<file path="src/hdl/vector_length_config_unit_core_assert.svh">
// Assertion macros shared by the vector-length configuration unit.
`ifndef VECTOR_LENGTH_CONFIG_UNIT_CORE_ASSERT_SVH
`define VECTOR_LENGTH_CONFIG_UNIT_CORE_ASSERT_SVH

// Checks that a condition holds at every clock edge outside reset.
`define VLCU_ASSERT_ALWAYS(label, clk, rst_n, cond) \
    label: assert property (@(posedge clk) disable iff (!(rst_n)) (cond)) \
        else $error("vlcu assertion failed");

// Checks that a condition implies another in the same cycle.
`define VLCU_ASSERT_IMPLY(label, clk, rst_n, ante, cons) \
    label: assert property (@(posedge clk) disable iff (!(rst_n)) (ante) |-> (cons)) \
        else $error("vlcu assertion failed");

// Checks that a condition implies another in the following cycle.
`define VLCU_ASSERT_NEXT(label, clk, rst_n, ante, cons) \
    label: assert property (@(posedge clk) disable iff (!(rst_n)) (ante) |=> (cons)) \
        else $error("vlcu assertion failed");

`endif

</file>
<file path="src/hdl/vlcu_pkg.sv">
// Package with the types, constants and command codes of the vector-length configuration unit.
package vlcu_pkg;

    // Vector register length in bits.
    localparam int VLEN_BITS = 512;

    // Width that holds the largest maximum length (VLEN_BITS itself, LMUL 8 with SEW 8).
    localparam int VLMAX_W = $clog2(VLEN_BITS + 1);

    // Fixed widths of the result fields.
    localparam int VL_W     = 10;
    localparam int BITS_W   = 13;
    localparam int XLEN     = 64;

    // Type word of an illegal configuration: vill alone.
    localparam logic [XLEN-1:0] VILL_WORD = {1'b1, {(XLEN-1){1'b0}}};

    // Instruction forms.
    localparam logic [1:0] CMD_VSETVL  = 2'd0;
    localparam logic [1:0] CMD_VSETVLI = 2'd1;
    localparam logic [1:0] CMD_VSETIVLI = 2'd2;
    localparam logic [1:0] CMD_NONE    = 2'd3;

    // Reserved encodings of the type fields.
    localparam logic [2:0] VLMUL_RSVD = 3'd4;
    localparam logic [2:0] VSEW_MAX   = 3'd3;

    // Decoded view of one type word.
    typedef struct packed {
        logic               legal;    // encoding valid and maximum length not zero
        logic [3:0]         ratio;    // log2(SEW / LMUL)
        logic [2:0]         sew_log;  // log2(SEW)
        logic [VLMAX_W-1:0] vlmax;    // VLEN * LMUL / SEW, zero when reserved
    } vtype_info_t;

endpackage

</file>
<file path="src/hdl/vlcu_decode.sv">
// Type-word decoder: element width, SEW/LMUL ratio, maximum length and legality.
module vlcu_decode (
    input  logic [vlcu_pkg::XLEN-1:0] type_word,
    output vlcu_pkg::vtype_info_t     info
);
    import vlcu_pkg::*;

    logic [2:0]         vlmul;
    logic [2:0]         vsew;
    logic               enc_ok;
    logic [3:0]         ratio;
    logic [VLMAX_W-1:0] vlmax;

    // Field extraction and reserved-encoding check.
    assign vlmul  = type_word[2:0];
    assign vsew   = type_word[5:3];
    assign enc_ok = (type_word[XLEN-1:8] == '0) && (vlmul != VLMUL_RSVD) &&
                    (vsew <= VSEW_MAX);

    // log2(SEW) - log2(LMUL); a fractional LMUL adds eight back to the raw code.
    assign ratio = 4'({1'b0, vsew}) + 4'd3 - 4'({1'b0, vlmul}) + (vlmul[2] ? 4'd8 : 4'd0);

    // The maximum length is the register length shifted right by the ratio.
    assign vlmax = enc_ok ? (VLMAX_W'(VLEN_BITS) >> ratio) : '0;

    always_comb begin
        info.legal   = enc_ok && (vlmax != '0);
        info.ratio   = ratio;
        info.sew_log = enc_ok ? (vsew + 3'd3) : 3'd3;
        info.vlmax   = vlmax;
    end

endmodule

</file>
<file path="src/hdl/vector_length_config_unit_core.sv">
// Top level of the vector-length configuration unit.
//
// Each input item carries one vector-configuration instruction (register-type,
// immediate-type or all-immediate form, picked by s_cmd) with its requested length
// and type word. The block keeps the current length and type, and for each item
// returns the new length, the new type word, the maximum length of the requested
// type, the length in bits and the destination-write flag. An item with command
// code 3 is dropped: it gives no result and leaves the state as it was.
// Both channels use valid/ready. An accepted item sits in an input register; the
// decode, compare and select logic then loads the result register and the state
// registers from it once the result register has room. One item is accepted per
// cycle unless the receiver stalls; the state read by an item is the one written by
// the item before it, which is settled at the same edge that loads its result.
// When the receiver stalls, the result register holds and one more item waits in
// the input register; further items are held off until the result is taken.
// Reset (aresetn low, synchronous) empties both registers, sets the length to zero
// and the type to the illegal word with only vill set.
module vector_length_config_unit_core (
    input  logic                         aclk,
    input  logic                         aresetn,
    input  logic                         s_valid,
    output logic                         s_ready,
    input  logic [1:0]                   s_cmd,
    input  logic [vlcu_pkg::XLEN-1:0]    s_avl_value,
    input  logic [4:0]                   s_imm_avl,
    input  logic [vlcu_pkg::XLEN-1:0]    s_vtype_value,
    input  logic                         s_src_is_zero,
    input  logic                         s_dst_is_zero,
    output logic                         m_valid,
    input  logic                         m_ready,
    output logic [vlcu_pkg::VL_W-1:0]    m_new_vl,
    output logic [vlcu_pkg::XLEN-1:0]    m_new_vtype,
    output logic                         m_vl_updated,
    output logic                         m_vill_flag,
    output logic [vlcu_pkg::VL_W-1:0]    m_max_len,
    output logic [vlcu_pkg::BITS_W-1:0]  m_vl_bits,
    output logic                         m_write_dst
);
    import vlcu_pkg::*;

    `include "vector_length_config_unit_core_assert.svh"

    // Input register.
    logic             in_valid_reg;
    logic [1:0]       cmd_reg;
    logic [XLEN-1:0]  avl_reg;
    logic [4:0]       imm_avl_reg;
    logic [XLEN-1:0]  vtype_reg;
    logic             src_zero_reg;
    logic             dst_zero_reg;

    // Architectural state.
    logic [VL_W-1:0]  cur_len_reg;
    logic [XLEN-1:0]  cur_type_reg;

    // Result register.
    logic             out_valid_reg;
    logic [VL_W-1:0]  new_vl_reg;
    logic [XLEN-1:0]  new_vtype_reg;
    logic             vl_updated_reg;
    logic [VL_W-1:0]  max_len_reg;
    logic [BITS_W-1:0] vl_bits_reg;
    logic             write_dst_reg;

    // Datapath signals.
    vtype_info_t      req_info;
    vtype_info_t      cur_info;
    logic             advance;
    logic             drop;
    logic             src_rule;
    logic             legal;
    logic [XLEN-1:0]  avl;
    logic [XLEN-1:0]  vlmax_ext;
    logic [VL_W-1:0]  vl_next;
    logic [XLEN-1:0]  vtype_next;
    logic             upd_next;
    logic [BITS_W-1:0] bits_next;

    // Decoders for the requested and the current type.
    vlcu_decode u_req_decode (
        .type_word (vtype_reg),
        .info      (req_info)
    );

    vlcu_decode u_cur_decode (
        .type_word (cur_type_reg),
        .info      (cur_info)
    );

    // Handshake: an ignored command always moves on; a result waits for room.
    assign drop    = (cmd_reg == CMD_NONE);
    assign advance = in_valid_reg && (drop || !out_valid_reg || m_ready);
    assign s_ready = !in_valid_reg || advance;

    // Length and type selection for one instruction.
    always_comb begin
        src_rule  = (cmd_reg != CMD_VSETIVLI) && src_zero_reg;
        avl       = (cmd_reg == CMD_VSETIVLI) ? XLEN'(imm_avl_reg) : avl_reg;
        vlmax_ext = XLEN'(req_info.vlmax);
        legal     = req_info.legal;
        if (src_rule && dst_zero_reg &&
            (!cur_info.legal || (cur_info.ratio != req_info.ratio))) begin
            legal = 1'b0;
        end
        upd_next = 1'b1;
        if (!legal) begin
            vl_next    = '0;
            vtype_next = VILL_WORD;
        end else begin
            vtype_next = vtype_reg;
            if (src_rule && dst_zero_reg) begin
                vl_next  = cur_len_reg;
                upd_next = 1'b0;
            end else if (src_rule) begin
                vl_next = VL_W'(req_info.vlmax);
            end else if (avl < vlmax_ext) begin
                vl_next = VL_W'(avl);
            end else begin
                vl_next = VL_W'(req_info.vlmax);
            end
        end
        bits_next = legal ? BITS_W'({6'd0, vl_next} << req_info.sew_log) : '0;
    end

    // Input register load.
    always_ff @(posedge aclk) begin
        if (!aresetn) begin
            in_valid_reg <= 1'b0;
        end else if (s_ready) begin
            in_valid_reg <= s_valid;
        end
        if (s_valid && s_ready) begin
            cmd_reg      <= s_cmd;
            avl_reg      <= s_avl_value;
            imm_avl_reg  <= s_imm_avl;
            vtype_reg    <= s_vtype_value;
            src_zero_reg <= s_src_is_zero;
            dst_zero_reg <= s_dst_is_zero;
        end
    end

    // State update, once per executed instruction.
    always_ff @(posedge aclk) begin
        if (!aresetn) begin
            cur_len_reg  <= '0;
            cur_type_reg <= VILL_WORD;
        end else if (advance && !drop) begin
            cur_type_reg <= vtype_next;
            if (upd_next) begin
                cur_len_reg <= vl_next;
            end
        end
    end

    // Result register.
    always_ff @(posedge aclk) begin
        if (!aresetn) begin
            out_valid_reg <= 1'b0;
        end else if (advance && !drop) begin
            out_valid_reg <= 1'b1;
        end else if (m_ready) begin
            out_valid_reg <= 1'b0;
        end
        if (advance && !drop) begin
            new_vl_reg     <= vl_next;
            new_vtype_reg  <= vtype_next;
            vl_updated_reg <= upd_next;
            max_len_reg    <= VL_W'(req_info.vlmax);
            vl_bits_reg    <= bits_next;
            write_dst_reg  <= !dst_zero_reg;
        end
    end

    assign m_valid      = out_valid_reg;
    assign m_new_vl     = new_vl_reg;
    assign m_new_vtype  = new_vtype_reg;
    assign m_vl_updated = vl_updated_reg;
    assign m_vill_flag  = new_vtype_reg[XLEN-1];
    assign m_max_len    = max_len_reg;
    assign m_vl_bits    = vl_bits_reg;
    assign m_write_dst  = write_dst_reg;

    // The stored type is either the illegal word or a word with no upper bits set.
    `VLCU_ASSERT_ALWAYS(a_cur_type_form, aclk, aresetn,
        (cur_type_reg == VILL_WORD) || (cur_type_reg[XLEN-1:8] == '0))
    // An illegal result carries a zero length and a zero bit count.
    `VLCU_ASSERT_IMPLY(a_vill_zero, aclk, aresetn, m_valid && m_vill_flag,
        (m_new_vl == '0) && (m_vl_bits == '0) && m_vl_updated)
    // The state follows the result of each executed instruction.
    `VLCU_ASSERT_NEXT(a_state_follows, aclk, aresetn, advance && !drop,
        (cur_type_reg == m_new_vtype) && (!m_vl_updated || (cur_len_reg == m_new_vl)))

endmodule
</file>
<file path="config.mk">
export PLATFORM = sky130hd
export DESIGN_NAME = vector_length_config_unit_core
export DESIGN_NICKNAME = d
export VERILOG_FILES = /design/src/hdl/vlcu_pkg.sv /design/src/hdl/vlcu_decode.sv /design/src/hdl/vector_length_config_unit_core.sv
export VERILOG_INCLUDE_DIRS = /design/src /design/src/hdl
export SDC_FILE = /design/constraint.sdc
export NUM_CORES = 1
export LEC_CHECK = 0
export BUFFER_PORTS_ARGS = -buffer_cell sky130_fd_sc_hd__clkbuf_2
export CAP_MARGIN = 10
export CORE_ASPECT_RATIO = 0.8
export CORE_UTILIZATION = 35
export CTS_BUF_LIST = sky130_fd_sc_hd__clkbuf_4
export CTS_CLUSTER_DIAMETER = 40
export DETAILED_ROUTE_END_ITERATION = 12
export PLACE_DENSITY_LB_ADDON = 0.1
export SLEW_MARGIN = 10
export SYNTH_ARGS = -nofsm -noshare
export SYNTH_HDL_FRONTEND = slang
export SYNTH_SLANG_ARGS = --single-unit
</file>
<file path="constraint.sdc">
create_clock -name aclk -period 5.3 [get_ports aclk]
set_clock_uncertainty 0.1 [all_clocks]
set_input_delay 0 -clock aclk [delete_from_list [all_inputs] [get_ports aclk]]
set_output_delay 0 -clock aclk [all_outputs]
set_load 0.005 [all_outputs]
</file>
==> out/results.ini, run 1 <==
[clock_tree]
cts_root_buf=clkbuf_4
clockBufferDepth=3
insertion_delay_ns=0.71
cts_tree=yes
numCtsBuffers=82
htree_levels=3
clkSlewWorstSetupHoldPaths_ns=0.07
clock_sink_count=310

[critical_path]
crit_arrival_ns=5.44
cp_max_fo=6
cp_num_cells=17
cp_num_buf_inv=2
criticalPathCategory=flip-flop to flip-flop
reg2regPathDepth=17
start_kind=flip-flop
crit_family=adder cells
cp_common_cell=ha_1
crit_path_end_kind=flip-flop
crit_chain=ha_1 -> ha_1 -> fa_1 -> or2_2 -> or4_4 -> ha_1 -> o211ai_1 -> nor3_2 -> o311a_1 -> a211oi_4 -> buf_4 -> buf_4 -> a31o_2 -> o22ai_2 -> mux2i_1 -> mux2i_1 -> o22ai_1
cpMaxStageDelayCell=fa_1
cp_slowest_stage_delay_ns=0.51
cp.required_ns=5.61

[timing]
slew_viol_final=0
setup_tns_ns=0
whs_ns=0.121
worst-slew-pin-transition_ns=1.12
max_freq_ghz=0.195
finalCritPeriodShare_pct=96.8
slew_headroom_pct=25.6
hold_viol_final=0
setup_viol_count_final=0
period_minus_slack_ns=5.13

[finish]
fin_nets=1572
drive_gt1_share_pct=28.5
final_cells=1885
syn_to_final_growth_pct=50.8
utilization_pct=54.2

[grt]
grt_pass1_wl_microns=45500
grt_max_degree=86
use_met1_pct=22.2
first_global_vias=8766
grt_use_total_pct=17.7
antenna_found_initial=2
grt-busiest-layer=met2
grt_overflow=0
gr-usage-met2_pct=28.8
met3_usage_pct=4.79

[yosys]
synth_edf_count=236
yosysUniqueCellTypes=63
syn_avg_cell_area_sq_um=14.9
async_flop_share_pct=0
syn_area_sq_um=11400
synth_commonest_cells=edfxtp_1, dfxtp_1, and3_1, nand2_1, nor4_1
yosysWarnings=0
synth.most_common_cell=edfxtp_1
synth_top_cell_by_area=edfxtp_1
synthCells=766
ys_ff_latch=310
synth_area_leaders=edfxtp_1, dfxtp_1, and3_1
synth_ff_type=edfxtp_1
yosysSeqAreaShare_pct=75.2
yosysTopAreaCellShare_pct=62.2

[floorplan]
floorplan.initialDensity_pct=35.9
rows=58
die_w_microns=204
die-height_microns=163
core_sq_um=31700
dieArea_sq_um=33300
ioPinCount=243

[power_and_ir_drop]
irDropWorstVdd_mv=0.219
leakage_uw=0.00721
fin_total_pwr_uw=5150
power.density_nw_per_um2=299

[detailed_routing]
ant_nets=0
drt_wl_total_microns=29100
drt_iter0_drc=525
vias=8564
drc=0
vias_per_cell=4.54
first_pass_iters=5
post_drt_wl_per_cell_microns=15.4

[placed_design]
routabilityCongestion=0.860
port_buffers=242
placed_cells=1466
hpwlAfterDp_microns=17500

[flow_run]
drv_cap=0

[hold_path]
worstHoldPathType=input port to flip-flop
hold_depth=3

[status]
outcome=finished, final reports clean

worst min-delay path: stages:
cell	delay, ns
dlygate4sd3_1	0.52
clkbuf_2	0.11
and2_4	0.16
cells by family (layout without fill, tap and decap cells):
| kind of cell | count (synthesis) | after routing | synth area share [%] |
|---|---|---|---|
| other cells | 1 | 58 | 0.0329 |
| simple gates | 274 | 274 | 13.5 |
| compound gates | 83 | 83 | 5.23 |
| flops | 310 | 310 | 75.2 |
| buf+inv | 57 | 699 | 1.92 |
| xor+xnor | 6 | 6 | 0.461 |
| fa+ha+maj | 20 | 20 | 2.33 |
| mux | 15 | 15 | 1.37 |
final cells by class:
type / instances / area [sq um]
Fill cell: 2659 / 14500
Sequential cell: 310 / 8570
Timing Repair Buffer: 536 / 4130
Multi-Input combinational cell: 454 / 2870
Clock buffer: 115 / 863
Tap cell: 420 / 526
Clock inverter: 21 / 115
Inverter: 27 / 104
Antenna cell: 2 / 5.00
report_power, final:
part	internal (uW)	switching, uW	total [uW]
registers	2710	26.0	2730
clock network	1040	940	1980
logic	233	195	428
total	3990	1160	5150
through the flow:
| step | setup slack, ns | cell area (sq um) |
|---|---|---|
| floorplan | 0.710 | 11600 |
| global placement | 0.221 | 13300 |
| detailed placement | 0.113 | 13300 |
| CTS | 0.0900 | 17100 |
| global route | -0.0555 | 17200 |
| finish | 0.169 | 17200 |
worst paths after layout:
check | from | to | slack [ns]
hold / removal | s_valid | cmd_reg[1] | 0.12
hold reg to reg | cur_len_reg[2] | cur_len_reg[2] | 0.37
setup reg to reg | vtype_reg[4] | m_vl_bits[7] | 0.17
setup / recovery | vtype_reg[4] | m_vl_bits[7] | 0.17
cells in the final DEF, fill, tap and decap left out, drive strengths merged, types with 9 or more instances in the layout:
master       netlist  layout
clkbuf            28     357
dlygate4sd3        0     279
edfxtp           236     236
dfxtp             74      74
and3              62      62
conb               1      56
nand2             49      49
nor4              43      43
nor2              34      34
inv               26      30
and2              20      20
ha                18      18
o21ai             17      17
nor3              16      16
clkinv             1      16
nand4             15      15
buf                2      15
nand3             13      13
mux2i             10      10
a21oi              9       9
repair_timing:
item,CTS,global route
hold buffers,278,1
buffers inserted,0,1
endpoints found under the setup margin,0,12
endpoints found under the hold margin,198,74
resized for setup,0,12
per-layer routing:
layer	routed length (microns)	vias to the layer above
li1	-	4223
met1	12700	3983
met2	13800	310
met3	1920	48
met4	658	0
met5	0	-
Power figures use the tool's default switching activity.
==> run 2, diff against run 1 <==
--- a/config.mk
+++ b/config.mk
@@ -13,8 +13,10 @@
 export CTS_BUF_LIST = sky130_fd_sc_hd__clkbuf_4
 export CTS_CLUSTER_DIAMETER = 40
 export DETAILED_ROUTE_END_ITERATION = 12
+export GPL_TIMING_DRIVEN = 0
 export PLACE_DENSITY_LB_ADDON = 0.1
 export SLEW_MARGIN = 10
 export SYNTH_ARGS = -nofsm -noshare
 export SYNTH_HDL_FRONTEND = slang
+export SYNTH_HIERARCHICAL = 1
 export SYNTH_SLANG_ARGS = --single-unit
==> run 2 against run 1 <==
  * Via count grew 15%
  * Clock-buffer cell count up 9
  * Cell count increased by 11%
  * Register-to-register slack about the same
  * Sequential share of layout area down 3.8 points
  * Global-route usage up 2.7 points
  * Hold slack worse by 0.027 ns
  * First-iteration DRC count down 9.3%
  * Sequential power about the same
  * Wire length up 24%
  * Area after synthesis rose by 8.3%
  * Flip-flop and latch count did not move
  * Largest power group unchanged
==> out/results.ini, run 2 <==
[status]
outcome=finished, final reports clean

[clock_tree]
cts_root_buf=clkbuf_4
clock_sink_count=310  ; unchanged
htree_levels=3  ; unchanged
cts_tree=yes
insertion_delay_ns=0.73  ; +0.02 ns
clockBufferDepth=3  ; unchanged
numCtsBuffers=81  ; -1.2%
clkSlewWorstSetupHoldPaths_ns=0.07  ; about the same

[timing]
worst-slew-pin-transition_ns=0.902  ; -0.215 ns
period_minus_slack_ns=5.14  ; +0.0104 ns
setup_tns_ns=0  ; unchanged
slew_viol_final=0  ; unchanged
rsz0062_at_grt=false
setup_slack_ns=0.158  ; -0.0104 ns
max_freq_ghz=0.194  ; -0.20%
hold_viol_final=0  ; unchanged
whs_ns=0.0938  ; -0.0268 ns
finalCritPeriodShare_pct=97.0  ; +0.20 points
setup_viol_count_final=0  ; unchanged
slew_headroom_pct=39.9  ; +14 points

[critical_path]
start_kind=flip-flop
crit_arrival_ns=5.52  ; +0.08 ns
crit_path_end_kind=flip-flop
criticalPathCategory=flip-flop to flip-flop
cp_common_cell=nor4_4
cpMaxStageDelayCell=nor4_4
crit_family=simple AND/OR/NAND/NOR gates
cp_slowest_stage_delay_ns=0.54  ; +0.03 ns
cp_max_fo=10  ; +4
crit_chain=nor4_4 -> nand4_1 -> or3_4 -> buf_8 -> nor4_4 -> inv_2 -> ha_1 -> nand2_1 -> o21ai_4 -> o2111ai_4 -> buf_4 -> o221ai_1 -> o311ai_2 -> and2_4 -> mux4_2 -> mux2_4
cp_num_buf_inv=3  ; +1
cp.required_ns=5.68  ; +0.07 ns

[grt]
grt_overflow=0  ; unchanged
grt_pass1_wl_microns=55700  ; +23%
grt_use_total_pct=20.4  ; +2.7 points
first_global_vias=10344  ; +18%
grt-busiest-layer=met2
antenna_found_initial=2  ; unchanged
grt_max_degree=55  ; -36%
gr-usage-met2_pct=32.6  ; +3.8 points
use_met1_pct=26.9  ; +4.7 points
met3_usage_pct=4.39  ; -0.40 points

[floorplan]
floorplan.initialDensity_pct=35.5  ; -0.38 points
ioPinCount=243  ; unchanged
die_w_microns=212  ; +4.0%
dieArea_sq_um=36000  ; +8.2%
die-height_microns=170  ; +4.0%
core_sq_um=34700  ; +9.5%
rows=61  ; +5.2%

[yosys]
yosysWarnings=6  ; +6
synthCells=930  ; +21%
syn_area_sq_um=12300  ; +8.3%
syn_avg_cell_area_sq_um=13.3  ; -11%
synth_nets=1093

[flow_run]
drv_cap=0  ; unchanged

[finish]
final_area_sq_um=18600  ; +8.2%
num-fill-cells=3007  ; +13%
fin_nets=1717  ; +9.2%
syn_to_final_growth_pct=50.6
final_common_cell=dlygate4sd3_1
drive_gt1_share_pct=28.9  ; +0.41 points
layout_common_cells=dlygate4sd3_1, clkbuf_2, edfxtp_1, nand2_1, clkbuf_4
utilization_pct=53.5  ; -0.66 points

[placed_design]
routabilityCongestion=0.838  ; -2.6%
port_buffers=241  ; -0.41%
place_area_sq_um=14200  ; +7.0%
dp_slack_ns=-1.27  ; -1.39 ns
hpwlAfterDp_microns=23200  ; +33%

[detailed_routing]
vias=9822  ; +15%
ant_nets=0  ; unchanged
drt_wl_total_microns=36000  ; +24%
drc=0  ; unchanged
vias_per_cell=4.69  ; +3.1%
drt_iter0_drc=476  ; -9.3%
first_pass_iters=4  ; -1
post_drt_wl_per_cell_microns=17.2  ; +11%

[power_and_ir_drop]
power.density_nw_per_um2=286  ; -4.4%
irDropWorstVdd_mv=0.161  ; -26%
leakage_uw=0.00749  ; +3.8%

[hold_path]
worstHoldPathType=input port to flip-flop

## run 2: final cells by class
type | count | area, sq um | area share (%)
Sequential cell | 310 | 8570 | 46.1
Inverter | 29 | 109 | 0.586
Buffer | 53 | 235 | 1.27
Timing Repair Buffer | 541 | 4240 | 22.8
Clock inverter | 27 | 148 | 0.794
Multi-Input combinational cell | 538 | 3770 | 20.3
Clock buffer | 124 | 931 | 5.01
Antenna cell | 2 | 5.00 | 0.0269
Tap cell | 472 | 591 | 3.18
## run 2: path summary, 6_finish.rpt
check	start	slack [ns]	cells past startpoint	to
setup reg to reg	vtype_reg[59]	0.16	16	m_vl_bits[7]
hold reg to reg	cur_type_reg[31]	0.36	2	cur_type_reg[31]
hold / removal	m_ready	0.09	4	m_valid
setup / recovery	vtype_reg[59]	0.16	16	m_vl_bits[7]
## run 2: layer usage
metal | routed length (microns) | vias up
met3 | 1830 | 75
met2 | 16900 | 251
met5 | 0 | -
li1 | - | 4769
met1 | 16400 | 4727
met4 | 952 | 0
## run 2: repair_timing
item,4_1_cts,5_1_grt
hold buffers,280,0
gates resized for setup,23,36
pin swaps,9,15
buffers inserted,10,6
endpoints found under the setup margin,33,13
hold endpoints to repair,251,0
## run 2: tightest hold or removal path, cell delays in order
cell and delay (ns):
dlygate4sd3_1 0.54, clkbuf_2 0.10, nor2b_1 0.06, o21a_1 0.18
## run 2: power breakdown
| group | internal, uW | switching (uW) | total, uW |
|---|---|---|---|
| clock | 1120 | 1020 | 2150 |
| combinational | 247 | 207 | 454 |
| sequential | 2690 | 31.1 | 2720 |
## run 2: metrics by stage
step / power [uW] / instances
after detailed placement: 3030 / 1647
after global routing: 5560 / 2096
after floorplan: 2900 / 930
after CTS: 5370 / 2088
final: 5320 / 2096
after global placement: 3030 / 1643
==> run 3, diff against run 2 <==
--- a/config.mk
+++ b/config.mk
@@ -13,7 +13,6 @@
 export CTS_BUF_LIST = sky130_fd_sc_hd__clkbuf_4
 export CTS_CLUSTER_DIAMETER = 40
 export DETAILED_ROUTE_END_ITERATION = 12
-export GPL_TIMING_DRIVEN = 0
 export PLACE_DENSITY_LB_ADDON = 0.1
 export SLEW_MARGIN = 10
 export SYNTH_ARGS = -nofsm -noshare
==> run 3 against run 2 <==
  * Non-clock buffer count down 13
  * Critical path depth is 3 higher
  * Clock-buffer cell count up 13
  * Wire length down 5.1%
  * Global-route usage down 1.1 points
  * Cell count decreased by 0.62%
  * Register-to-register slack better by 0.06 ns
  * Total power is 1.8% higher
  * Largest cell class unchanged
  * Largest power group unchanged
  * Highest routed layer unchanged
==> out/results.ini, run 3 (synthesis results as in run 2) <==
[status]
outcome=finished, final reports clean

[timing]
slew_viol_final=0  ; unchanged
max_freq_ghz=0.197  ; +1.3%
slew_headroom_pct=49.0  ; +9.1 points
setup_viol_count_final=0  ; unchanged
worst-slew-pin-transition_ns=0.765  ; -0.137 ns
period_minus_slack_ns=5.08  ; -0.0646 ns
hold_viol_final=0  ; unchanged
finalCritPeriodShare_pct=95.8  ; -1.2 points
whs_ns=0.366  ; +0.272 ns

[finish]
utilization_pct=53.1  ; -0.38 points
syn_to_final_growth_pct=49.5
final_common_cell=dlygate4sd3_1
layout_common_cells=dlygate4sd3_1, clkbuf_2, edfxtp_1, nand2_1, clkbuf_4
fin_nets=1705  ; -0.70%
drive_gt1_share_pct=30.8  ; +1.9 points
num-fill-cells=3048  ; +1.4%

[critical_path]
cp.required_ns=5.68  ; about the same
reg2reg_slack_ns=0.22  ; +0.06 ns
criticalPathCategory=flip-flop to flip-flop
crit_family=adder cells
reg2regPathDepth=19  ; +3
cp_num_buf_inv=5  ; +2
crit_chain=inv_1 -> ha_1 -> ha_1 -> fa_1 -> xnor2_2 -> inv_1 -> or3_1 -> nor4_2 -> inv_1 -> ha_1 -> nand4_1 -> a21oi_2 -> o2111ai_4 -> o22a_4 -> buf_4 -> o211ai_1 -> inv_1 -> mux4_2 -> a2bb2o_4
cp_max_fo=7  ; -3
cpMaxStageDelayCell=mux4_2
cp_common_cell=inv_1
crit_path_end_kind=flip-flop
cp_slowest_stage_delay_ns=0.51  ; -0.03 ns
r2r-end=m_vl_bits[12]
start_kind=flip-flop
crit_arrival_ns=5.46  ; -0.06 ns
rr_startpoint=vtype_reg[1]

[clock_tree]
numCtsBuffers=82  ; +1.2%
htree_levels=3  ; unchanged
cts_root_buf=clkbuf_4
clock_sink_count=310  ; unchanged
clkSlewWorstSetupHoldPaths_ns=0.07  ; about the same
cts_tree=yes
clockBufferDepth=3  ; unchanged
insertion_delay_ns=0.73  ; about the same

[power_and_ir_drop]
clkPwrFrac_pct=42.0  ; +1.6 points
power_switching_share_pct=22.6  ; -1.1 points
leakage_uw=0.00754  ; +0.69%
combPwrFrac_pct=7.8  ; -0.7 points
power.density_nw_per_um2=293  ; +2.5%
switchingPower_uw=1230  ; -2.8%
seq_power_share_pct=50.2  ; -0.9 points
p_int_uw=4190  ; +3.2%
irDropWorstVdd_mv=0.195  ; +21%

[flow_run]
drv_cap=0  ; unchanged

[detailed_routing]
drt_wl_total_microns=34200  ; -5.1%
first_pass_iters=5  ; +1
vias_per_cell=4.64  ; -0.95%
vias=9668  ; -1.6%
drt_iter0_drc=476  ; unchanged
post_drt_wl_per_cell_microns=16.4  ; -4.5%
drc=0  ; unchanged
ant_nets=0  ; unchanged

[hold_path]
worstHoldPathType=flip-flop to flip-flop
worstHoldStart=cur_type_reg[59]
hold_depth=2  ; -2
worst_hold_path.endpoint=cur_type_reg[59]

[floorplan]
rows=61  ; unchanged
floorplan.initialDensity_pct=35.5  ; unchanged
die-height_microns=170  ; unchanged
core_sq_um=34700  ; unchanged
die_w_microns=212  ; unchanged
ioPinCount=243  ; unchanged
dieArea_sq_um=36000  ; unchanged

[placed_design]
routabilityCongestion=0.857  ; +2.2%
hpwlAfterDp_microns=21800  ; -6.1%
port_buffers=242  ; +0.41%

[grt]
grt_pass1_wl_microns=53100  ; -4.7%
grt_use_total_pct=19.2  ; -1.1 points
grt_max_degree=80  ; +45%
antenna_found_initial=3  ; +1
first_global_vias=9820  ; -5.1%
grt_overflow=0  ; unchanged

==> run 3: cell count changes in the layout (fill, tap and decap cells not counted), moves of 5 or more <==
cell	previous run	this run
buf_4	16	57
clkbuf_1	46	0
clkbuf_4	125	137
clkinv_1	18	4
inv_2	5	0
nor4_1	36	41
nor4_2	5	10
nor4_4	11	1
==> run 3: worst min-delay path, delay by kind of cell, from the launching register on <==
kind / cells / cell delay, ns
AND/OR/NAND/NOR: 1 / 0.05
flip-flops: 1 / 0.31
AO/OA/AOI/OAI: 1 / 0.06
==> run 3: how the worst max path moves through the flow <==
stage / slack [ns] / startpoint / endpoint / depth (start not counted)
3_3_place_gp: 0.07 / vtype_reg[8] / m_vl_bits[8] / 15
3_5_place_dp: -0.02 / vtype_reg[8] / m_vl_bits[12] / 16
5_1_grt: -0.04 / vtype_reg[1] / m_vl_bits[12] / 19
6_report: 0.22 / vtype_reg[1] / m_vl_bits[12] / 19
2_1_floorplan: 0.15 / vtype_reg[4] / m_vl_bits[8] / 16
4_1_cts: 0.04 / vtype_reg[12] / m_vl_bits[12] / 16
==> run 3: repair_timing <==
item / 4_1_cts / 5_1_grt
endpoints found under the hold margin: 252 / 0
pin swaps: 0 / 5
endpoints found under the setup margin: 4 / 14
setup buffers: 0 / 4
hold buffers: 281 / 0
resized for setup: 1 / 20
==> run 3: stage by stage <==
stage / TNS [ns] / total power (uW) / area [sq um] / cells / worst slack (ns)
2_1_floorplan: 0 / 2900 / 12300 / 930 / 0.147
3_3_place_gp: 0 / 3020 / 14300 / 1645 / 0.0707
3_5_place_dp: -0.0336 / 3020 / 14300 / 1645 / -0.0198
4_1_cts: 0 / 5480 / 18300 / 2076 / 0.0370
5_1_grt: -0.0871 / 5660 / 18500 / 2083 / -0.0380
6_report: 0 / 5410 / 18500 / 2083 / 0.223
==> run 3: power by group through the flow <==
stage | clock (uW) | combinational [uW] | sequential, uW
detailed placement | 0 | 251 | 2770
CTS | 2350 | 412 | 2720
global placement | 0 | 250 | 2770
finish | 2270 | 422 | 2720
global route | 2480 | 462 | 2720
floorplan | 0 | 128 | 2770
==> run 3: layout make-up <==
class | count | area (sq um) | area share (%)
diodes | 3 | 7.51 | 0.0407
clock buffers | 137 | 1030 | 5.57
clock inverters | 13 | 125 | 0.678
inverters | 29 | 114 | 0.617
multi-input cells | 538 | 3560 | 19.3
flip-flops and latches | 310 | 8570 | 46.4
well taps | 472 | 591 | 3.20
repair buffers | 581 | 4460 | 24.2
==> run 3: layer usage <==
layer | vias to the layer above | GRT usage [%] | share of wire (%)
met5 | - | 0 | 0
met4 | 0 | 7.88 | 2.5
li1 | 4740 | - | -
met2 | 237 | 30.7 | 48
met1 | 4626 | 25.1 | 45
met3 | 65 | 4.59 | 4.7
